===== src/ptfh_pkg.sv =====
// Shared types, widths, codes and register defaults for the proximity handshake controller.
package ptfh_pkg;

	// field widths
	localparam int CMD_W    = 2;
	localparam int ECHO_W   = 16;
	localparam int BYTE_W   = 8;
	localparam int LAMP_W   = 4;
	localparam int TIME_W   = 16;
	localparam int THRESH_W = 10;
	localparam int TPC_W    = 8;
	localparam int IDX_W    = 3;
	localparam int CFG_W    = 16;

	// stream payload widths, rounded up to whole bytes
	localparam int IN_TDATA_W  = 32;
	localparam int OUT_TDATA_W = 16;

	localparam int COUNT_WIDTH_DEF = 16;

	// item kinds
	localparam logic [CMD_W-1:0] CMD_TICK = 2'd0;
	localparam logic [CMD_W-1:0] CMD_ECHO = 2'd1;
	localparam logic [CMD_W-1:0] CMD_BYTE = 2'd2;

	// frame and status bytes
	localparam logic [BYTE_W-1:0] BYTE_HEAD = 8'hAA;
	localparam logic [BYTE_W-1:0] BYTE_TAIL = 8'h55;
	localparam logic [BYTE_W-1:0] TX_READY  = 8'hA1;
	localparam logic [BYTE_W-1:0] TX_ACK    = 8'hCC;
	localparam logic [BYTE_W-1:0] TX_DONE   = 8'hDD;
	localparam logic [BYTE_W-1:0] TX_ERROR  = 8'hEE;

	// valid class codes
	localparam logic [BYTE_W-1:0] CLASS_MIN = 8'd1;
	localparam logic [BYTE_W-1:0] CLASS_MAX = 8'd4;

	// register indexes
	localparam logic [IDX_W-1:0] REG_THRESH     = 3'd0;
	localparam logic [IDX_W-1:0] REG_TICKS_CM   = 3'd1;
	localparam logic [IDX_W-1:0] REG_HEAD_WAIT  = 3'd2;
	localparam logic [IDX_W-1:0] REG_BYTE_WAIT  = 3'd3;
	localparam logic [IDX_W-1:0] REG_CLASS_SHOW = 3'd4;
	localparam logic [IDX_W-1:0] REG_COOLDOWN   = 3'd5;
	localparam logic [IDX_W-1:0] REG_BLINK_WAIT = 3'd6;

	// register reset values
	localparam logic [THRESH_W-1:0] THRESH_RST     = 10'd15;
	localparam logic [TPC_W-1:0]    TICKS_CM_RST   = 8'd54;
	localparam logic [TIME_W-1:0]   HEAD_WAIT_RST  = 16'd10000;
	localparam logic [TIME_W-1:0]   BYTE_WAIT_RST  = 16'd1000;
	localparam logic [TIME_W-1:0]   CLASS_SHOW_RST = 16'd3000;
	localparam logic [TIME_W-1:0]   COOLDOWN_RST   = 16'd2550;
	localparam logic [TIME_W-1:0]   BLINK_WAIT_RST = 16'd350;

	typedef struct packed {
		logic [THRESH_W-1:0] detect_threshold_cm;
		logic [TPC_W-1:0]    ticks_per_cm;
		logic [TIME_W-1:0]   head_wait_ms;
		logic [TIME_W-1:0]   byte_wait_ms;
		logic [TIME_W-1:0]   class_show_ms;
		logic [TIME_W-1:0]   cooldown_ms;
		logic [TIME_W-1:0]   blink_wait_ms;
	} cfg_t;

	typedef struct packed {
		logic [CMD_W-1:0]  command;
		logic [ECHO_W-1:0] echo_count;
		logic              echo_missing;
		logic [BYTE_W-1:0] rx_byte;
	} item_t;

	typedef struct packed {
		logic              tx_valid;
		logic [BYTE_W-1:0] tx_byte;
		logic [LAMP_W-1:0] class_lamps;
		logic              detect_lamp;
		logic              want_measure;
	} res_t;

endpackage


===== src/proximity_triggered_frame_handshake.sv =====
// Top level: config registers, input beat register, output register and stream handshake.
// Path: an accepted input beat is held in the input beat register, then its result in the result register (two-stage).
// Throughput: one beat per cycle; the input register drains into the result register
// whenever the result register is empty or its beat is taken in the same cycle.
// Every step is one short update of the phase/countdown state (one 11x8 multiply and a
// 19-bit compare set the deepest path); each input beat yields exactly one result beat.
// Reset (arst_n low, asynchronous): idle, lamps off, countdown zero, registers at defaults.
module proximity_triggered_frame_handshake #(
	parameter int COUNT_WIDTH = ptfh_pkg::COUNT_WIDTH_DEF
) (
	input  logic                               clk,
	input  logic                               arst_n,
	// input stream
	input  logic                               s_tvalid,
	output logic                               s_tready,
	// [15:0] echo_count, [16] echo_missing, [24:17] rx_byte, [31:25] zero
	input  logic [ptfh_pkg::IN_TDATA_W-1:0]    s_tdata,
	// [1:0] command
	input  logic [ptfh_pkg::CMD_W-1:0]         s_tuser,
	// result stream
	output logic                               m_tvalid,
	input  logic                               m_tready,
	// [7:0] tx_byte, [11:8] class_lamps, [12] detect_lamp, [13] want_measure, [15:14] zero
	output logic [ptfh_pkg::OUT_TDATA_W-1:0]   m_tdata,
	// [0] tx_valid
	output logic                               m_tuser,
	// configuration writes
	input  logic                               cfg_wr_en,
	input  logic [ptfh_pkg::IDX_W-1:0]         cfg_index,
	input  logic [ptfh_pkg::CFG_W-1:0]         cfg_data
);

	// echo counter bits actually used: the low min(COUNT_WIDTH, 16) bits of the 16-bit field
	localparam int USED_W = (COUNT_WIDTH < ptfh_pkg::ECHO_W) ? COUNT_WIDTH : ptfh_pkg::ECHO_W;

	ptfh_pkg::cfg_t                 cfg_q;

	// stage 1: captured input beat
	logic                           valid_s1;
	logic [ptfh_pkg::CMD_W-1:0]     cmd_s1;
	logic [USED_W-1:0]              count_s1;
	logic                           missing_s1;
	logic [ptfh_pkg::BYTE_W-1:0]    rx_s1;

	logic                           out_valid_q;
	logic                           advance;
	logic                           step_en;
	ptfh_pkg::item_t                item;
	ptfh_pkg::res_t                 res;

	// result register frees when empty or when its beat leaves this cycle
	assign advance  = !out_valid_q || m_tready;
	assign s_tready = !valid_s1 || advance;
	assign step_en  = valid_s1 && advance;

	// configuration registers; the user must write them only while idle (not enforced here)
	always_ff @(posedge clk or negedge arst_n) begin
		if (!arst_n) begin
			cfg_q.detect_threshold_cm <= ptfh_pkg::THRESH_RST;
			cfg_q.ticks_per_cm        <= ptfh_pkg::TICKS_CM_RST;
			cfg_q.head_wait_ms        <= ptfh_pkg::HEAD_WAIT_RST;
			cfg_q.byte_wait_ms        <= ptfh_pkg::BYTE_WAIT_RST;
			cfg_q.class_show_ms       <= ptfh_pkg::CLASS_SHOW_RST;
			cfg_q.cooldown_ms         <= ptfh_pkg::COOLDOWN_RST;
			cfg_q.blink_wait_ms       <= ptfh_pkg::BLINK_WAIT_RST;
		end else if (cfg_wr_en) begin
			unique case (cfg_index)
				ptfh_pkg::REG_THRESH:     cfg_q.detect_threshold_cm <= cfg_data[ptfh_pkg::THRESH_W-1:0];
				ptfh_pkg::REG_TICKS_CM:   cfg_q.ticks_per_cm        <= cfg_data[ptfh_pkg::TPC_W-1:0];
				ptfh_pkg::REG_HEAD_WAIT:  cfg_q.head_wait_ms        <= cfg_data;
				ptfh_pkg::REG_BYTE_WAIT:  cfg_q.byte_wait_ms        <= cfg_data;
				ptfh_pkg::REG_CLASS_SHOW: cfg_q.class_show_ms       <= cfg_data;
				ptfh_pkg::REG_COOLDOWN:   cfg_q.cooldown_ms         <= cfg_data;
				ptfh_pkg::REG_BLINK_WAIT: cfg_q.blink_wait_ms       <= cfg_data;
				default: begin
					// index past the register list: ignored
				end
			endcase
		end
	end

	// beat valid flags
	always_ff @(posedge clk or negedge arst_n) begin
		if (!arst_n) begin
			valid_s1    <= 1'b0;
			out_valid_q <= 1'b0;
		end else begin
			if (s_tready) begin
				valid_s1 <= s_tvalid;
			end
			if (advance) begin
				out_valid_q <= valid_s1;
			end
		end
	end

	// input payload, loaded on each accepted beat
	always_ff @(posedge clk) begin
		if (s_tvalid && s_tready) begin
			cmd_s1     <= s_tuser;
			count_s1   <= s_tdata[USED_W-1:0];
			missing_s1 <= s_tdata[ptfh_pkg::ECHO_W];
			rx_s1      <= s_tdata[ptfh_pkg::ECHO_W+1 +: ptfh_pkg::BYTE_W];
		end
	end

	assign item.command      = cmd_s1;
	assign item.echo_count   = ptfh_pkg::ECHO_W'(count_s1);
	assign item.echo_missing = missing_s1;
	assign item.rx_byte      = rx_s1;

	// state machine and result register
	ptfh_core u_core (
		.clk     (clk),
		.arst_n  (arst_n),
		.cfg     (cfg_q),
		.step_en (step_en),
		.item    (item),
		.res     (res)
	);

	assign m_tvalid = out_valid_q;
	assign m_tuser  = res.tx_valid;
	assign m_tdata  = {2'b00, res.want_measure, res.detect_lamp, res.class_lamps, res.tx_byte};

endmodule


===== src/ptfh_core.sv =====
// Handshake state machine: phase, countdown, class and lamp state plus the result register.
module ptfh_core (
	input  logic           clk,
	input  logic           arst_n,
	input  ptfh_pkg::cfg_t cfg,
	input  logic           step_en,
	input  ptfh_pkg::item_t item,
	output ptfh_pkg::res_t res
);

	typedef enum logic [2:0] {
		PH_IDLE,
		PH_BLINK,
		PH_HEAD,
		PH_CLASS,
		PH_TAIL,
		PH_SHOW,
		PH_COOL
	} phase_t;

	localparam int LIMIT_W = ptfh_pkg::THRESH_W + 1 + ptfh_pkg::TPC_W;

	phase_t                          phase_q, phase_n;
	logic [ptfh_pkg::TIME_W-1:0]     cd_q, cd_n, cd_dec;
	logic [ptfh_pkg::BYTE_W-1:0]     class_q, class_n;
	logic                            det_q, det_n;
	logic [ptfh_pkg::LAMP_W-1:0]     lamp_q, lamp_n;
	ptfh_pkg::res_t                  res_q, res_n;

	logic                            txv;
	logic [ptfh_pkg::BYTE_W-1:0]     txb;
	logic [ptfh_pkg::TPC_W-1:0]      tpc_eff;
	logic [LIMIT_W-1:0]              near_limit;
	logic                            far;
	phase_t                          cool_ph, blink_ph;
	logic                            class_ok;
	logic [1:0]                      cls_idx;
	logic [ptfh_pkg::BYTE_W-1:0]     class_m1;

	function automatic logic [ptfh_pkg::TIME_W-1:0] at_least_one(
		input logic [ptfh_pkg::TIME_W-1:0] v
	);
		return (v == '0) ? ptfh_pkg::TIME_W'(1) : v;
	endfunction

	// floor(count / tpc) > thr  <=>  count >= (thr + 1) * tpc
	assign tpc_eff    = (cfg.ticks_per_cm == '0) ? ptfh_pkg::TPC_W'(1) : cfg.ticks_per_cm;
	assign near_limit = LIMIT_W'({1'b0, cfg.detect_threshold_cm} + 11'd1) * LIMIT_W'(tpc_eff);
	assign far        = item.echo_missing || (LIMIT_W'(item.echo_count) >= near_limit);

	assign cool_ph  = (cfg.cooldown_ms == '0) ? PH_IDLE : PH_COOL;
	assign blink_ph = (cfg.blink_wait_ms == '0) ? PH_IDLE : PH_BLINK;

	assign class_ok = (class_q >= ptfh_pkg::CLASS_MIN) && (class_q <= ptfh_pkg::CLASS_MAX);
	assign class_m1 = class_q - ptfh_pkg::CLASS_MIN;
	assign cls_idx  = class_m1[1:0];
	assign cd_dec   = cd_q - ptfh_pkg::TIME_W'(1);

	always_comb begin
		phase_n = phase_q;
		cd_n    = cd_q;
		class_n = class_q;
		det_n   = det_q;
		lamp_n  = lamp_q;
		txv     = 1'b0;
		txb     = '0;

		unique case (item.command)
			ptfh_pkg::CMD_TICK: begin
				if (phase_q != PH_IDLE) begin
					cd_n = cd_dec;
					if (cd_dec == '0) begin
						unique case (phase_q)
							PH_HEAD, PH_CLASS, PH_TAIL: begin
								txv     = 1'b1;
								txb     = ptfh_pkg::TX_ERROR;
								det_n   = 1'b0;
								phase_n = cool_ph;
								cd_n    = cfg.cooldown_ms;
							end
							PH_SHOW: begin
								lamp_n  = '0;
								txv     = 1'b1;
								txb     = ptfh_pkg::TX_DONE;
								det_n   = 1'b0;
								phase_n = cool_ph;
								cd_n    = cfg.cooldown_ms;
							end
							default: begin
								phase_n = PH_IDLE;
							end
						endcase
					end
				end
			end
			ptfh_pkg::CMD_ECHO: begin
				if (phase_q == PH_IDLE) begin
					if (far) begin
						det_n   = ~det_q;
						phase_n = blink_ph;
						cd_n    = cfg.blink_wait_ms;
					end else begin
						det_n   = 1'b1;
						txv     = 1'b1;
						txb     = ptfh_pkg::TX_READY;
						phase_n = PH_HEAD;
						cd_n    = at_least_one(cfg.head_wait_ms);
					end
				end
			end
			ptfh_pkg::CMD_BYTE: begin
				priority if (phase_q == PH_HEAD) begin
					if (item.rx_byte == ptfh_pkg::BYTE_HEAD) begin
						phase_n = PH_CLASS;
						cd_n    = at_least_one(cfg.byte_wait_ms);
					end else begin
						txv     = 1'b1;
						txb     = ptfh_pkg::TX_ERROR;
						det_n   = 1'b0;
						phase_n = cool_ph;
						cd_n    = cfg.cooldown_ms;
					end
				end else if (phase_q == PH_CLASS) begin
					class_n = item.rx_byte;
					phase_n = PH_TAIL;
					cd_n    = at_least_one(cfg.byte_wait_ms);
				end else if (phase_q == PH_TAIL) begin
					if (item.rx_byte == ptfh_pkg::BYTE_TAIL && class_ok) begin
						lamp_n  = ptfh_pkg::LAMP_W'(1) << cls_idx;
						txv     = 1'b1;
						txb     = ptfh_pkg::TX_ACK;
						phase_n = PH_SHOW;
						cd_n    = at_least_one(cfg.class_show_ms);
					end else begin
						txv     = 1'b1;
						txb     = ptfh_pkg::TX_ERROR;
						det_n   = 1'b0;
						phase_n = cool_ph;
						cd_n    = cfg.cooldown_ms;
					end
				end else begin
					// byte outside the wait phases: dropped
				end
			end
			default: begin
				// unused command code: ignored
			end
		endcase

		res_n.tx_valid     = txv;
		res_n.tx_byte      = txb;
		res_n.class_lamps  = lamp_n;
		res_n.detect_lamp  = det_n;
		res_n.want_measure = (phase_n == PH_IDLE);
	end

	always_ff @(posedge clk or negedge arst_n) begin
		if (!arst_n) begin
			phase_q <= PH_IDLE;
			cd_q    <= '0;
			class_q <= '0;
			det_q   <= 1'b0;
			lamp_q  <= '0;
			res_q   <= '{tx_valid: 1'b0, tx_byte: '0, class_lamps: '0,
				detect_lamp: 1'b0, want_measure: 1'b1};
		end else if (step_en) begin
			phase_q <= phase_n;
			cd_q    <= cd_n;
			class_q <= class_n;
			det_q   <= det_n;
			lamp_q  <= lamp_n;
			res_q   <= res_n;
		end
	end

	assign res = res_q;

	// class lamps only lit while showing a class, and at most one
	a_lamp_show: assert property (@(posedge clk) disable iff (!arst_n)
		(lamp_q != '0) |-> (phase_q == PH_SHOW))
		else $error("class lamp lit outside show phase");
	a_lamp_one: assert property (@(posedge clk) disable iff (!arst_n)
		$onehot0(lamp_q))
		else $error("more than one class lamp lit");
	// every timed phase holds a live countdown
	a_cd_live: assert property (@(posedge clk) disable iff (!arst_n)
		(phase_q != PH_IDLE) |-> (cd_q != '0))
		else $error("timed phase with zero countdown");
	// result mirrors the state it was taken from
	a_res_idle: assert property (@(posedge clk) disable iff (!arst_n)
		step_en |=> (res_q.want_measure == (phase_q == PH_IDLE)) && (res_q.class_lamps == lamp_q))
		else $error("result out of step with state");
	a_tx_zero: assert property (@(posedge clk) disable iff (!arst_n)
		!res_q.tx_valid |-> (res_q.tx_byte == '0))
		else $error("status byte without tx_valid");

endmodule


===== config.mk =====
export PLATFORM = sky130hd
export DESIGN_NAME = proximity_triggered_frame_handshake
export DESIGN_NICKNAME = d
export VERILOG_FILES = /design/src/ptfh_pkg.sv /design/src/proximity_triggered_frame_handshake.sv /design/src/ptfh_core.sv
export SDC_FILE = /design/constraint.sdc
export NUM_CORES = 1
export LEC_CHECK = 0
export BUFFER_PORTS_ARGS = -buffer_cell sky130_fd_sc_hd__buf_2
export CELL_PAD_IN_SITES_DETAIL_PLACEMENT = 0
export CELL_PAD_IN_SITES_GLOBAL_PLACEMENT = 2
export CORE_AREA = 2 2 182 166
export DETAILED_ROUTE_END_ITERATION = 10
export DIE_AREA = 0 0 184 168
export PLACE_DENSITY_LB_ADDON = 0.1
export SYNTH_ARGS = -nofsm -noshare
export SYNTH_HDL_FRONTEND = slang
export SYNTH_SLANG_ARGS = --single-unit

===== constraint.sdc =====
create_clock -name clk -period 8.19 [get_ports clk]
set_clock_uncertainty 0.05 [all_clocks]
set_input_delay 0.819 -clock clk [delete_from_list [all_inputs] [get_ports clk]]
set_output_delay 0.819 -clock clk [all_outputs]
set_load 0.01 [all_outputs]

==> summary.txt, run 1 <==
GRT
  • First-pass GRT wire length: roughly 51000 um
  • Met1 GRT Util: around 36%
  • Busiest metal layer after global routing: met1
  • Met2 Usage GRT: a little over a quarter
  • Initial antenna violation count: 0
  • GRT Total Usage: roughly a fifth
  • Largest net degree at the start of global routing: 76
  • GR Util met3: under 10%
  • Vias in the first global route: 8587
  • GRT overflow: 0

Clock tree
  • CTS Buf Count: 17
  • Number of setup buffers added after CTS: 0
  • CTS tree: built
  • Clock-pin slew on the worst setup and hold paths: 0.07 ns
  • H-Tree Depth: 4
  • Clk buf depth: 2
  • Clock insertion delay at the later pin of the skew report: 0.43 ns
  • Post-CTS Hold Fix Bufs: 0
  • CTS sink count: around 170
  • Post-CTS sizing: 0
  • Root buffer cell: clkbuf_16

Synthesis
  • Post-synth ARST share: a little over four fifths
  • EDFF count, synth: 27
  • Synth Cell Area: around 0.012 mm^2
  • Synthesis-stage register bit count: roughly 170
  • Seq/Total Area, Yosys: 37.2%
  • Main synth FF type: dfrtp_1
  • Ys Warns: 0
  • Synth Instances: approximately 1100
  • Average size of a mapped cell: between 10 and 15 um^2
  • Count of different cell masters after synthesis: 79

Final layout
  • Multi-input logic area: roughly 0.007 mm^2
  • # nets final: ~1400
  • Layout area overhead: 11.8%
  • FILL cells: roughly 2800
  • Storage element area: roughly 0.0044 mm^2
  • Antenna Cells: 0
  • Layout cell share with drive strength beyond 1: 24.2%

Job
  • Max_cap viols: 0

Setup path
  • Critical Path Max Stage Delay: between 0.6 and 0.7 ns
  • Reg-to-Reg Start: cfg_q[91]$_DFFE_PN1P_
  • R2R Path End: u_core.cd_q[3]$_DFFE_PN0P_
  • Crit Path Max Fanout: 10
  • Most used cell, CP: fa_1
  • Arrival time worst endpoint: 7.99 ns
  • Worst path slowest cell: xor2_1
  • Startpoint types: register
  • Worst path required time: ~8.5 ns
  • Reg2Reg Depth: 25
  • Top cell family by delay on the critical path: adder cells
  • Crit. End Element: register
  • Reg2reg setup slack: about 0.48 ns
  • Buffers & Inverters on Critical Path: 1
  • CP Class: reg2reg

Detailed routing
  • Starting DRT DRC Count: between 600 and 700
  • DRC violations left: 0
  • First drt pass iteration count: 5
  • Via count: 8658
  • Drt total wl: roughly 31000 um
  • DR WL/cell: approximately 20 um
  • Vias/cell: 5.53
  • DRT antenna net count: 0

Power and ir drop
  • Final Power: about 5.8 mW
  • Leak: 5.77 nW
  • Worst vdd ir: approximately 0.00035 V
  • Pwr dens: 438 mW/mm^2

Die
  • Row Count: 60
  • Core Box Area: 0.0293 mm^2
  • Initial Util: roughly 40%
  • Die ar.: around 0.031 mm^2
  • Die height: 168 um
  • I/O pin count: between 70 and 80
  • Die Span X: between 150 and 200 um

STA
  • Endpoints failing setup: 0
  • Tmin final: between 7 and 8 ns
  • Tcrit/Tclk final: 94.1%
  • Slew headroom: approximately 28%
  • Fmax: roughly 130 MHz
  • RSZ-0062 raised after global routing: false
  • Final worst slack: approximately 0.48 ns
  • Slew Viols, Final: 0
  • Slew @ Worst Pin: about 1.1 ns
  • Setup TNS: 0 ns
  • Hold Vio Cnt, Final: 0

Hold path
  • Worst Hold Class: in2async

Place
  • Place WS: roughly 0.5 ns
  • Gpl congestion: between 0.7 and 0.8
  • HPWL reported at the end of detailed placement: 24000 um
  • Port-buffer cells: 67

Run status
  • Status: finished clean
-- layout make-up --
cell class | instances | area share, %
clock buffers | 17 | 3.24
clock inverters | 15 | 1.56
inverters | 78 | 2.23
multi-input cells | 831 | 52.4
flip-flops and latches | 167 | 33.3
well taps | 372 | 3.55
repair buffers | 86 | 3.79
-- cells in the mapped netlist (all sizes together) (12+ instances only) --
library cell | number | area [um^2]
mux2 | 109 | 1230
dfrtp | 99 | 2480
inv | 78 | 293
nand2 | 77 | 289
ha | 63 | 788
a21oi | 55 | 279
fa | 54 | 1080
nor2 | 53 | 199
o21ai | 49 | 245
nor2b | 44 | 275
clkbuf | 43 | 161
dfstp | 41 | 1080
and2 | 30 | 188
edfxtp | 27 | 811
nor4 | 26 | 184
nand3 | 21 | 105
a21o | 19 | 143
nand2b | 19 | 119
xor2 | 15 | 131
nor3 | 14 | 70.1
a211oi | 12 | 103
and3 | 12 | 75.1
nand4 | 12 | 75.1
-- cell usage in the layout (no fill, tap or decap), types with 12 or more instances in the layout --
master,n
a21o_1,19
a21oi_1,54
and2_1,30
and3_1,12
buf_2,66
buf_4,18
clkbuf_16,17
dfrtp_1,99
dfstp_2,41
edfxtp_1,27
fa_1,54
ha_1,63
inv_1,78
mux2_2,108
nand2_1,77
nand2b_1,19
nand3_1,21
nand4_1,12
nor2_1,53
nor2b_1,44
nor3_1,13
nor4_1,24
o21ai_0,45
xor2_1,15
-- per-layer routing --
metal	vias to the layer above	wire length (um)
met4	0	160
met2	155	12000
met1	4353	18000
met5	-	0
li1	4136	-
met3	14	1310
-- kinds of logic after synthesis --
group	count (synthesis)	share of synthesized area, %
buf+inv	132	4.45
fa+ha+maj	117	15.9
xor+xnor	23	1.72
simple gates	348	16.3
other cells	1	0.0319
flops	167	37.2
mux	118	11.2
compound gates	223	13.1
-- sequential cells by signal (all words and copies together) (netlist names), 3 cells and up --
register,cells
count_s1,16
cfg_q,98
u_core.phase_q,3
u_core.res,8
u_core.lamp_q,4
u_core.cd_q,16
rx_s1,8
u_core.class_q,8
-- stage by stage --
step                      utilization (%)  std cells  area, um^2  hold slack (ns)
after floorplan                         -       1130       11700            0.430
after global placement               42.7       1534       12500            0.398
after detailed placement             42.7       1534       12500            0.406
after CTS                            44.8       1566       13100            0.345
after global routing                 44.8       1566       13100            0.366
final                                44.8       1566       13100            0.338
-- how the worst max path moves through the flow --
stage | to | cells after the start | slack (ns) | start
floorplan | u_core.cd_q[12]$_DFFE_PN0P_ | 25 | 1.34 | cfg_q[89]$_DFFE_PN1P_
global placement | u_core.cd_q[3]$_DFFE_PN0P_ | 25 | 0.57 | cfg_q[90]$_DFFE_PN1P_
detailed placement | u_core.cd_q[3]$_DFFE_PN0P_ | 25 | 0.50 | cfg_q[91]$_DFFE_PN1P_
CTS | u_core.cd_q[3]$_DFFE_PN0P_ | 25 | 0.47 | cfg_q[91]$_DFFE_PN1P_
global route | u_core.cd_q[10]$_DFFE_PN0P_ | 25 | 0.05 | cfg_q[91]$_DFFE_PN1P_
finish | u_core.cd_q[3]$_DFFE_PN0P_ | 25 | 0.48 | cfg_q[91]$_DFFE_PN1P_
-- power breakdown --
part           switching (mW)  internal [mW]
logic                    1.99           1.57
registers               0.262           1.06
clock network           0.377          0.494
total                    2.63           3.12
(Power assumes the default switching activity.)
==> inputs of run 2 (changes only) <==
--- a/config.mk
+++ b/config.mk
@@ -6,12 +6,9 @@
 export NUM_CORES = 1
 export LEC_CHECK = 0
 export BUFFER_PORTS_ARGS = -buffer_cell sky130_fd_sc_hd__buf_2
-export CELL_PAD_IN_SITES_DETAIL_PLACEMENT = 0
-export CELL_PAD_IN_SITES_GLOBAL_PLACEMENT = 2
-export CORE_AREA = 2 2 182 166
+export CORE_AREA = 2 2 174 159
 export DETAILED_ROUTE_END_ITERATION = 10
-export DIE_AREA = 0 0 184 168
-export PLACE_DENSITY_LB_ADDON = 0.1
+export DIE_AREA = 0 0 176 161
 export SYNTH_ARGS = -nofsm -noshare
 export SYNTH_HDL_FRONTEND = slang
 export SYNTH_SLANG_ARGS = --single-unit
==> run 2 against run 1 <==
  * Non-clock buffer count down 1
  * Via count up 0.46%
  * Combinational power down 3%
  * Routed wire length down 5.0%
  * Cell count down 1.2%
  * Fmax up 1.7%
  * Core utilization up 4.4 points
  * Largest cell class unchanged
  * Die area down 8.3%
  * Critical path depth up 1
==> summary.txt, run 2 (same netlist as run 1, synthesis figures left out) <==
Run status
  • Status: finished clean

STA
  • Slew Viols, Final: 0
  • Hold Vio Cnt, Final: 0
  • RSZ-0062 raised after global routing: false
  • Slew headroom: 23.1%
  • Fmax: about 130 MHz
  • Slew @ Worst Pin: roughly 1.2 ns
  • Tcrit/Tclk final: 92.5%
  • Endpoints failing setup: 0
  • Tmin final: around 7.6 ns
  • Setup TNS: 0 ns

GRT
  • Initial antenna violation count: 0
  • Vias in the first global route: approximately 8400
  • GRT Total Usage: between 20% and 30%
  • Largest net degree at the start of global routing: 77
  • GRT overflow: 0
  • First-pass GRT wire length: between 40000 and 50000 um

Detailed routing
  • First drt pass iteration count: 5
  • Drt total wl: between 20000 and 30000 um
  • Vias/cell: around 5.6
  • Via count: between 8000 and 9000
  • DRT antenna net count: 0
  • DR WL/cell: 19.3 um
  • Starting DRT DRC Count: a little under 700
  • DRC violations left: 0

Place
  • HPWL reported at the end of detailed placement: 21900 um
  • Placement Cell Area: around 0.012 mm^2
  • Gpl congestion: slightly below 0.9
  • Port-buffer cells: 67

Power and ir drop
  • Switching share of power: roughly 45%
  • Flop pwr share: around 23%
  • Leak: approximately 5.8 nW
  • Pwr dens: 432 mW/mm^2
  • Logic pwr share: between 60% and 70%
  • Internal power: around 3.1 mW
  • Worst vdd ir: ~0.00037 V
  • Clock network fraction of design power: 15.6%
  • Net Switching: roughly 2.5 mW

Final layout
  • Largest registers: cfg_q: 98 flops, count_s1: 16 flops, u_core.cd_q: 16 flops
  • # nets final: ~1400
  • Most frequent cells in the layout: mux2_2 (108), dfrtp_1 (99), inv_1 (78), nand2_1 (77), buf_2 (66)
  • Final Cell Area: ~0.013 mm^2
  • Layout area overhead: 11.5%
  • Most common cell after layout, fill and taps aside: mux2_2
  • Max FFs per register: a little under 100
  • Layout cell share with drive strength beyond 1: about a quarter
  • Reg with most FFs: cfg_q
  • Antenna Cells: 0
  • Utilization after layout: 49.2%

Setup path
  • Startpoint types: register
  • Reg2Reg Depth: 26
  • Crit. End Element: register
  • Reg-to-Reg Start: cfg_q[90]$_DFFE_PN1P_
  • Worst path required time: roughly 8.5 ns
  • Arrival time worst endpoint: approximately 8 ns
  • Crit Path Max Fanout: 11
  • CP Class: reg2reg
  • R2R Path End: u_core.cd_q[6]$_DFFE_PN0P_
  • Reg2reg setup slack: just over 0.6 ns

Clock tree
  • Post-CTS sizing: 0
  • Clk buf depth: 2
  • CTS tree: built
  • Clock insertion delay at the later pin of the skew report: 0.44 ns
  • Root buffer cell: clkbuf_16
  • H-Tree Depth: 4
  • Number of setup buffers added after CTS: 0
  • CTS sink count: about 170
  • Post-CTS Hold Fix Bufs: 0
  • Clock-pin slew on the worst setup and hold paths: 0.07 ns
  • CTS Buf Count: 17

Die
  • Initial Util: about 44%
  • Core Box Area: about 0.027 mm^2
  • Die ar.: 0.0283 mm^2
  • I/O pin count: slightly below 80
  • Die height: ~160 um
  • Row Count: 57
  • Die Span X: 176 um

Job
  • Max_cap viols: 0

Hold path
  • Worst Hold Class: in2async
==> run 2: layout make-up <==
| class | count | area, um^2 |
|---|---|---|
| Fill cell | 2486 | 13500 |
| Multi-Input combinational cell | 831 | 6870 |
| Sequential cell | 167 | 4370 |
| Timing Repair Buffer | 85 | 477 |
| Clock buffer | 20 | 468 |
| Tap cell | 354 | 443 |
| Inverter | 78 | 293 |
| Clock inverter | 12 | 173 |
==> run 2: power groups by stage <==
stage          registers, mW  logic (mW)  clock network (mW)
6_report                1.30        3.47               0.883
3_3_place_gp            1.30        3.41                   0
3_5_place_dp            1.31        3.46                   0
4_1_cts                 1.29        3.49               0.904
2_1_floorplan           1.19        2.75                   0
5_1_grt                 1.33        3.95               0.934
==> run 2: worst max-delay path by stage <==
stage	slack (ns)	endpoint	start	cells past startpoint
after global placement	0.74	u_core.cd_q[6]$_DFFE_PN0P_	cfg_q[90]$_DFFE_PN1P_	26
after floorplan	1.34	u_core.cd_q[12]$_DFFE_PN0P_	cfg_q[89]$_DFFE_PN1P_	25
after global routing	0.19	u_core.cd_q[3]$_DFFE_PN0P_	cfg_q[89]$_DFFE_PN1P_	24
after detailed placement	0.68	u_core.cd_q[3]$_DFFE_PN0P_	cfg_q[90]$_DFFE_PN1P_	25
after CTS	0.64	u_core.cd_q[3]$_DFFE_PN0P_	cfg_q[90]$_DFFE_PN1P_	25
final	0.61	u_core.cd_q[6]$_DFFE_PN0P_	cfg_q[90]$_DFFE_PN1P_	26
==> run 2: metal layers <==
metal	GRT usage, %	vias to the layer above	routed length [um]
li1	-	4133	-
met1	33.7	4335	15600
met2	30.8	205	12600
met3	3.77	25	1390
met4	5.15	0	347
met5	0	-	0
==> run 2: metrics by stage <==
step / total power, mW / hold WS (ns) / worst slack [ns] / std cells
finish: 5.66 / 0.326 / 0.614 / 1547
global route: 6.22 / 0.363 / 0.195 / 1547
CTS: 5.69 / 0.332 / 0.644 / 1547
floorplan: 3.94 / 0.430 / 1.34 / 1130
global placement: 4.72 / 0.412 / 0.735 / 1515
detailed placement: 4.77 / 0.416 / 0.679 / 1515
==> run 2: critical path: stages, from the launching register on <==
cell and delay, ns:
dfstp_2 0.58, and4_1 0.28, nand2_1 0.12, xor2_1 0.57
nor2b_1 0.13, fa_1 0.54, fa_1 0.44, fa_1 0.51
fa_1 0.49, ha_1 0.35, o21ai_0 0.29, and2_1 0.22
nor2_1 0.08, a21o_1 0.17, a21oi_1 0.16, xor2_1 0.19
ha_1 0.27, a21o_1 0.16, a21o_1 0.17, a211o_1 0.29
a211oi_1 0.19, a211oi_1 0.08, buf_4 0.21, a21oi_2 0.16
buf_4 0.25, mux2_2 0.36, a21oi_1 0.14
==> inputs of run 3 (changes only) <==
--- a/config.mk
+++ b/config.mk
@@ -5,10 +5,12 @@
 export SDC_FILE = /design/constraint.sdc
 export NUM_CORES = 1
 export LEC_CHECK = 0
+export ABC_AREA = 1
 export BUFFER_PORTS_ARGS = -buffer_cell sky130_fd_sc_hd__buf_2
-export CORE_AREA = 2 2 174 159
+export CORE_AREA = 2 2 175 160
 export DETAILED_ROUTE_END_ITERATION = 10
-export DIE_AREA = 0 0 176 161
+export DIE_AREA = 0 0 177 162
+export PLACE_DENSITY = 0.61
 export SYNTH_ARGS = -nofsm -noshare
 export SYNTH_HDL_FRONTEND = slang
 export SYNTH_SLANG_ARGS = --single-unit
==> run 3 against run 2 <==
  * Core utilization is 0.089 points lower
  * First-iteration DRC count is 17% higher
  * Cell count rose by 25%
  * Power fell by 25%
  * Critical path type unchanged
  * Critical endpoint is now u_core.res[14]$_DFFE_PN0P_
==> summary.txt, run 3 <==
Synthesis
  • Cell taking the most area after synthesis: dfrtp_1
  • Post-synth ARST share: between 80% and 90%
  • Most frequent cell after synthesis: nand2_1
  • Main synth FF type: dfrtp_1
  • Average size of a mapped cell: ~7.8 um^2
  • EDFF count, synth: 27
  • Ys Warns: 0
  • Synth top area share: 20.7%
  • Synth Instances: about 1500
  • Count of different cell masters after synthesis: 53
  • Synthesis-stage register bit count: about 170
  • Seq/Total Area, Yosys: between 30% and 40%
  • Synth cell count leaders: nand2_1 (379), inv_1 (217), o21ai_0 (163)
  • Synth top area cells: dfrtp_1 (21%), nand2_1 (12%), fa_1 (9.1%), dfstp_2 (9.0%), o21ai_0 (6.8%)
  • Synth Cell Area: 0.0119 mm^2

Setup path
  • Crit Path Max Fanout: 13
  • Reg2Reg Depth: 40
  • Worst path required time: 8.52 ns
  • Crit. End Element: register
  • Startpoint types: register
  • Reg2reg setup slack: around 0.74 ns
  • Most used cell, CP: nand2_1
  • Arrival time worst endpoint: a little under 8 ns
  • Reg-to-Reg Start: cfg_q[88]$_DFFE_PN1P_
  • Critical Path Max Stage Delay: roughly 0.67 ns
  • Worst path slowest cell: dfstp_2
  • CP Class: reg2reg
  • R2R Path End: u_core.res[14]$_DFFE_PN0P_

STA
  • Endpoints failing setup: 0
  • Setup TNS: 0 ns
  • Slew headroom: 21.6%
  • Final worst slack: between 0.7 and 0.8 ns
  • Tmin final: roughly 7.5 ns
  • Tcrit/Tclk final: 91.0%
  • Fmax: between 100 and 150 MHz
  • Slew @ Worst Pin: ~1.2 ns
  • Hold WS: between 0.3 and 0.4 ns
  • Hold Vio Cnt, Final: 0
  • RSZ-0062 raised after global routing: false
  • Slew Viols, Final: 0

Hold path
  • Worst Hold Class: in2async

GRT
  • Met2 Usage GRT: about a third
  • GRT overflow: 0
  • Initial antenna violation count: 1
  • Met1 GRT Util: roughly a third
  • Busiest metal layer after global routing: met1
  • GR Util met3: approximately 4.0%
  • Largest net degree at the start of global routing: 90
  • Vias in the first global route: about 9600
  • GRT Total Usage: between 20% and 30%
  • First-pass GRT wire length: 51800 um

Detailed routing
  • Via count: approximately 10000
  • Drt total wl: 32000 um
  • Starting DRT DRC Count: just over 800
  • DR WL/cell: 16.5 um
  • DRT antenna net count: 0
  • First drt pass iteration count: 6
  • Vias/cell: approximately 5.2
  • DRC violations left: 0

Clock tree
  • Root buffer cell: clkbuf_16
  • CTS sink count: 167
  • Clk buf depth: 2
  • Post-CTS Hold Fix Bufs: 0
  • CTS tree: built
  • Clock insertion delay at the later pin of the skew report: 0.45 ns
  • H-Tree Depth: 4
  • Number of setup buffers added after CTS: 0
  • Clock-pin slew on the worst setup and hold paths: 0.07 ns
  • CTS Buf Count: 17

Final layout
  • # nets final: approximately 1700
  • Layout area overhead: 10.0%
  • Reg with most FFs: cfg_q
  • Most common cell after layout, fill and taps aside: nand2_1
  • Finished Layout Cells: 1938
  • FILL cells: roughly 2700
  • Most frequent cells in the layout: nand2_1 (379), inv_1 (217), o21ai_0 (163), nor2_1 (139), dfrtp_1 (99)
  • Multi-input logic area: 0.00648 mm^2
  • Antenna Cells: 0
  • Largest registers: cfg_q: 98 flops, count_s1: 16 flops, u_core.cd_q: 16 flops
  • Storage element area: ~0.0044 mm^2
  • Max FFs per register: just under 100
  • Layout cell share with drive strength beyond 1: between 10% and 20%

Run status
  • Status: finished clean

Die
  • Die height: ~160 um
  • Row Count: between 50 and 60
  • Die Span X: approximately 180 um
  • Die ar.: 0.0287 mm^2
  • I/O pin count: 77
  • Core Box Area: around 0.027 mm^2
  • Initial Util: ~45%

Place
  • Place WS: 0.760 ns
  • HPWL reported at the end of detailed placement: between 20000 and 25000 um
  • Gpl congestion: 0.944
  • Placed Instances: between 1500 and 2000
  • Port-buffer cells: 67

Power and ir drop
  • Pwr dens: between 300 and 400 mW/mm^2
  • Worst vdd ir: ~0.00014 V
  • Leak: about 6.6 nW
  • Final Power: 4.26 mW

Job
  • Max_cap viols: 0
==> run 3: changes by cell type in the layout (fill, tap and decap cells not counted), sizes merged, moves of 44 or more <==
cell | before | now
inv | 85 | 226
mux2 | 109 | 0
nand2 | 77 | 394
nand3 | 21 | 76
nor2 | 53 | 153
nor2b | 44 | 0
o21ai | 49 | 172
==> run 3: logic make-up after synthesis <==
group                      synth area share, %
and+or+nand+nor                           24.6
buffers and inverters                     9.23
AOI/OAI and AO/OA                         12.0
DFF                                       36.6
adders and majority gates                 15.7
xor gates and xnor gates                  1.90
other                                   0.0314
==> run 3: what timing repair did <==
action                                 4_1_cts  5_1_grt
setup endpoints to repair                    0        3
resized for setup                            0        1
endpoints found under the hold margin        0        0
==> run 3: cell type report <==
class / instances / share of cell area (%)
clock buffers: 17 / 3.24
clock inverters: 15 / 1.51
inverters: 226 / 6.52
multi-input cells: 1089 / 49.4
flip-flops and latches: 167 / 33.2
well taps: 354 / 3.37
repair buffers: 70 / 2.77
==> run 3: through the flow <==
step / utilization, % / instance area [um^2]
2_1_floorplan: - / 11900
3_3_place_gp: 46.8 / 12500
3_5_place_dp: 46.8 / 12500
4_1_cts: 49.1 / 13100
5_1_grt: 49.1 / 13100
6_report: 49.1 / 13100
==> run 3: worst max path at each step <==
stage	from	end	slack, ns	cells past startpoint
2_1_floorplan	cfg_q[88]$_DFFE_PN1P_	u_core.cd_q[8]$_DFFE_PN0P_	1.90	37
3_3_place_gp	cfg_q[88]$_DFFE_PN1P_	u_core.res[13]$_DFFE_PN0P_	0.80	40
3_5_place_dp	cfg_q[88]$_DFFE_PN1P_	u_core.res[0]$_DFFE_PN1P_	0.76	44
4_1_cts	cfg_q[88]$_DFFE_PN1P_	u_core.res[0]$_DFFE_PN1P_	0.69	44
5_1_grt	cfg_q[88]$_DFFE_PN1P_	u_core.cd_q[5]$_DFFE_PN0P_	0.06	42
6_report	cfg_q[88]$_DFFE_PN1P_	u_core.res[14]$_DFFE_PN0P_	0.74	40
==> run 3: where the power goes <==
group | leakage [nW] | switching [mW] | internal [mW] | total (mW)
clock | 0.306 | 0.360 | 0.513 | 0.873
combinational | 4.35 | 1.38 | 0.776 | 2.16
sequential | 1.93 | 0.175 | 1.05 | 1.23
==> run 3: critical path, delay by kind of cell (launching register included) <==
kind | cells | cell delay (ns)
buffers and inverters | 9 | 0.84
adder cells (fa/ha/maj) | 7 | 2.88
flip-flops | 1 | 0.67
AND/OR/NAND/NOR | 20 | 2.28
XOR/XNOR | 1 | 0.17
AO/OA/AOI/OAI | 3 | 0.50
==> run 3: routing by layer <==
layer	vias to the layer above	wire length, um	part of all wire, %
li1	5018	-	-
met1	4794	15700	49
met2	289	13800	43
met3	38	1930	6.0
met4	2	575	1.8
met5	-	13	0.041
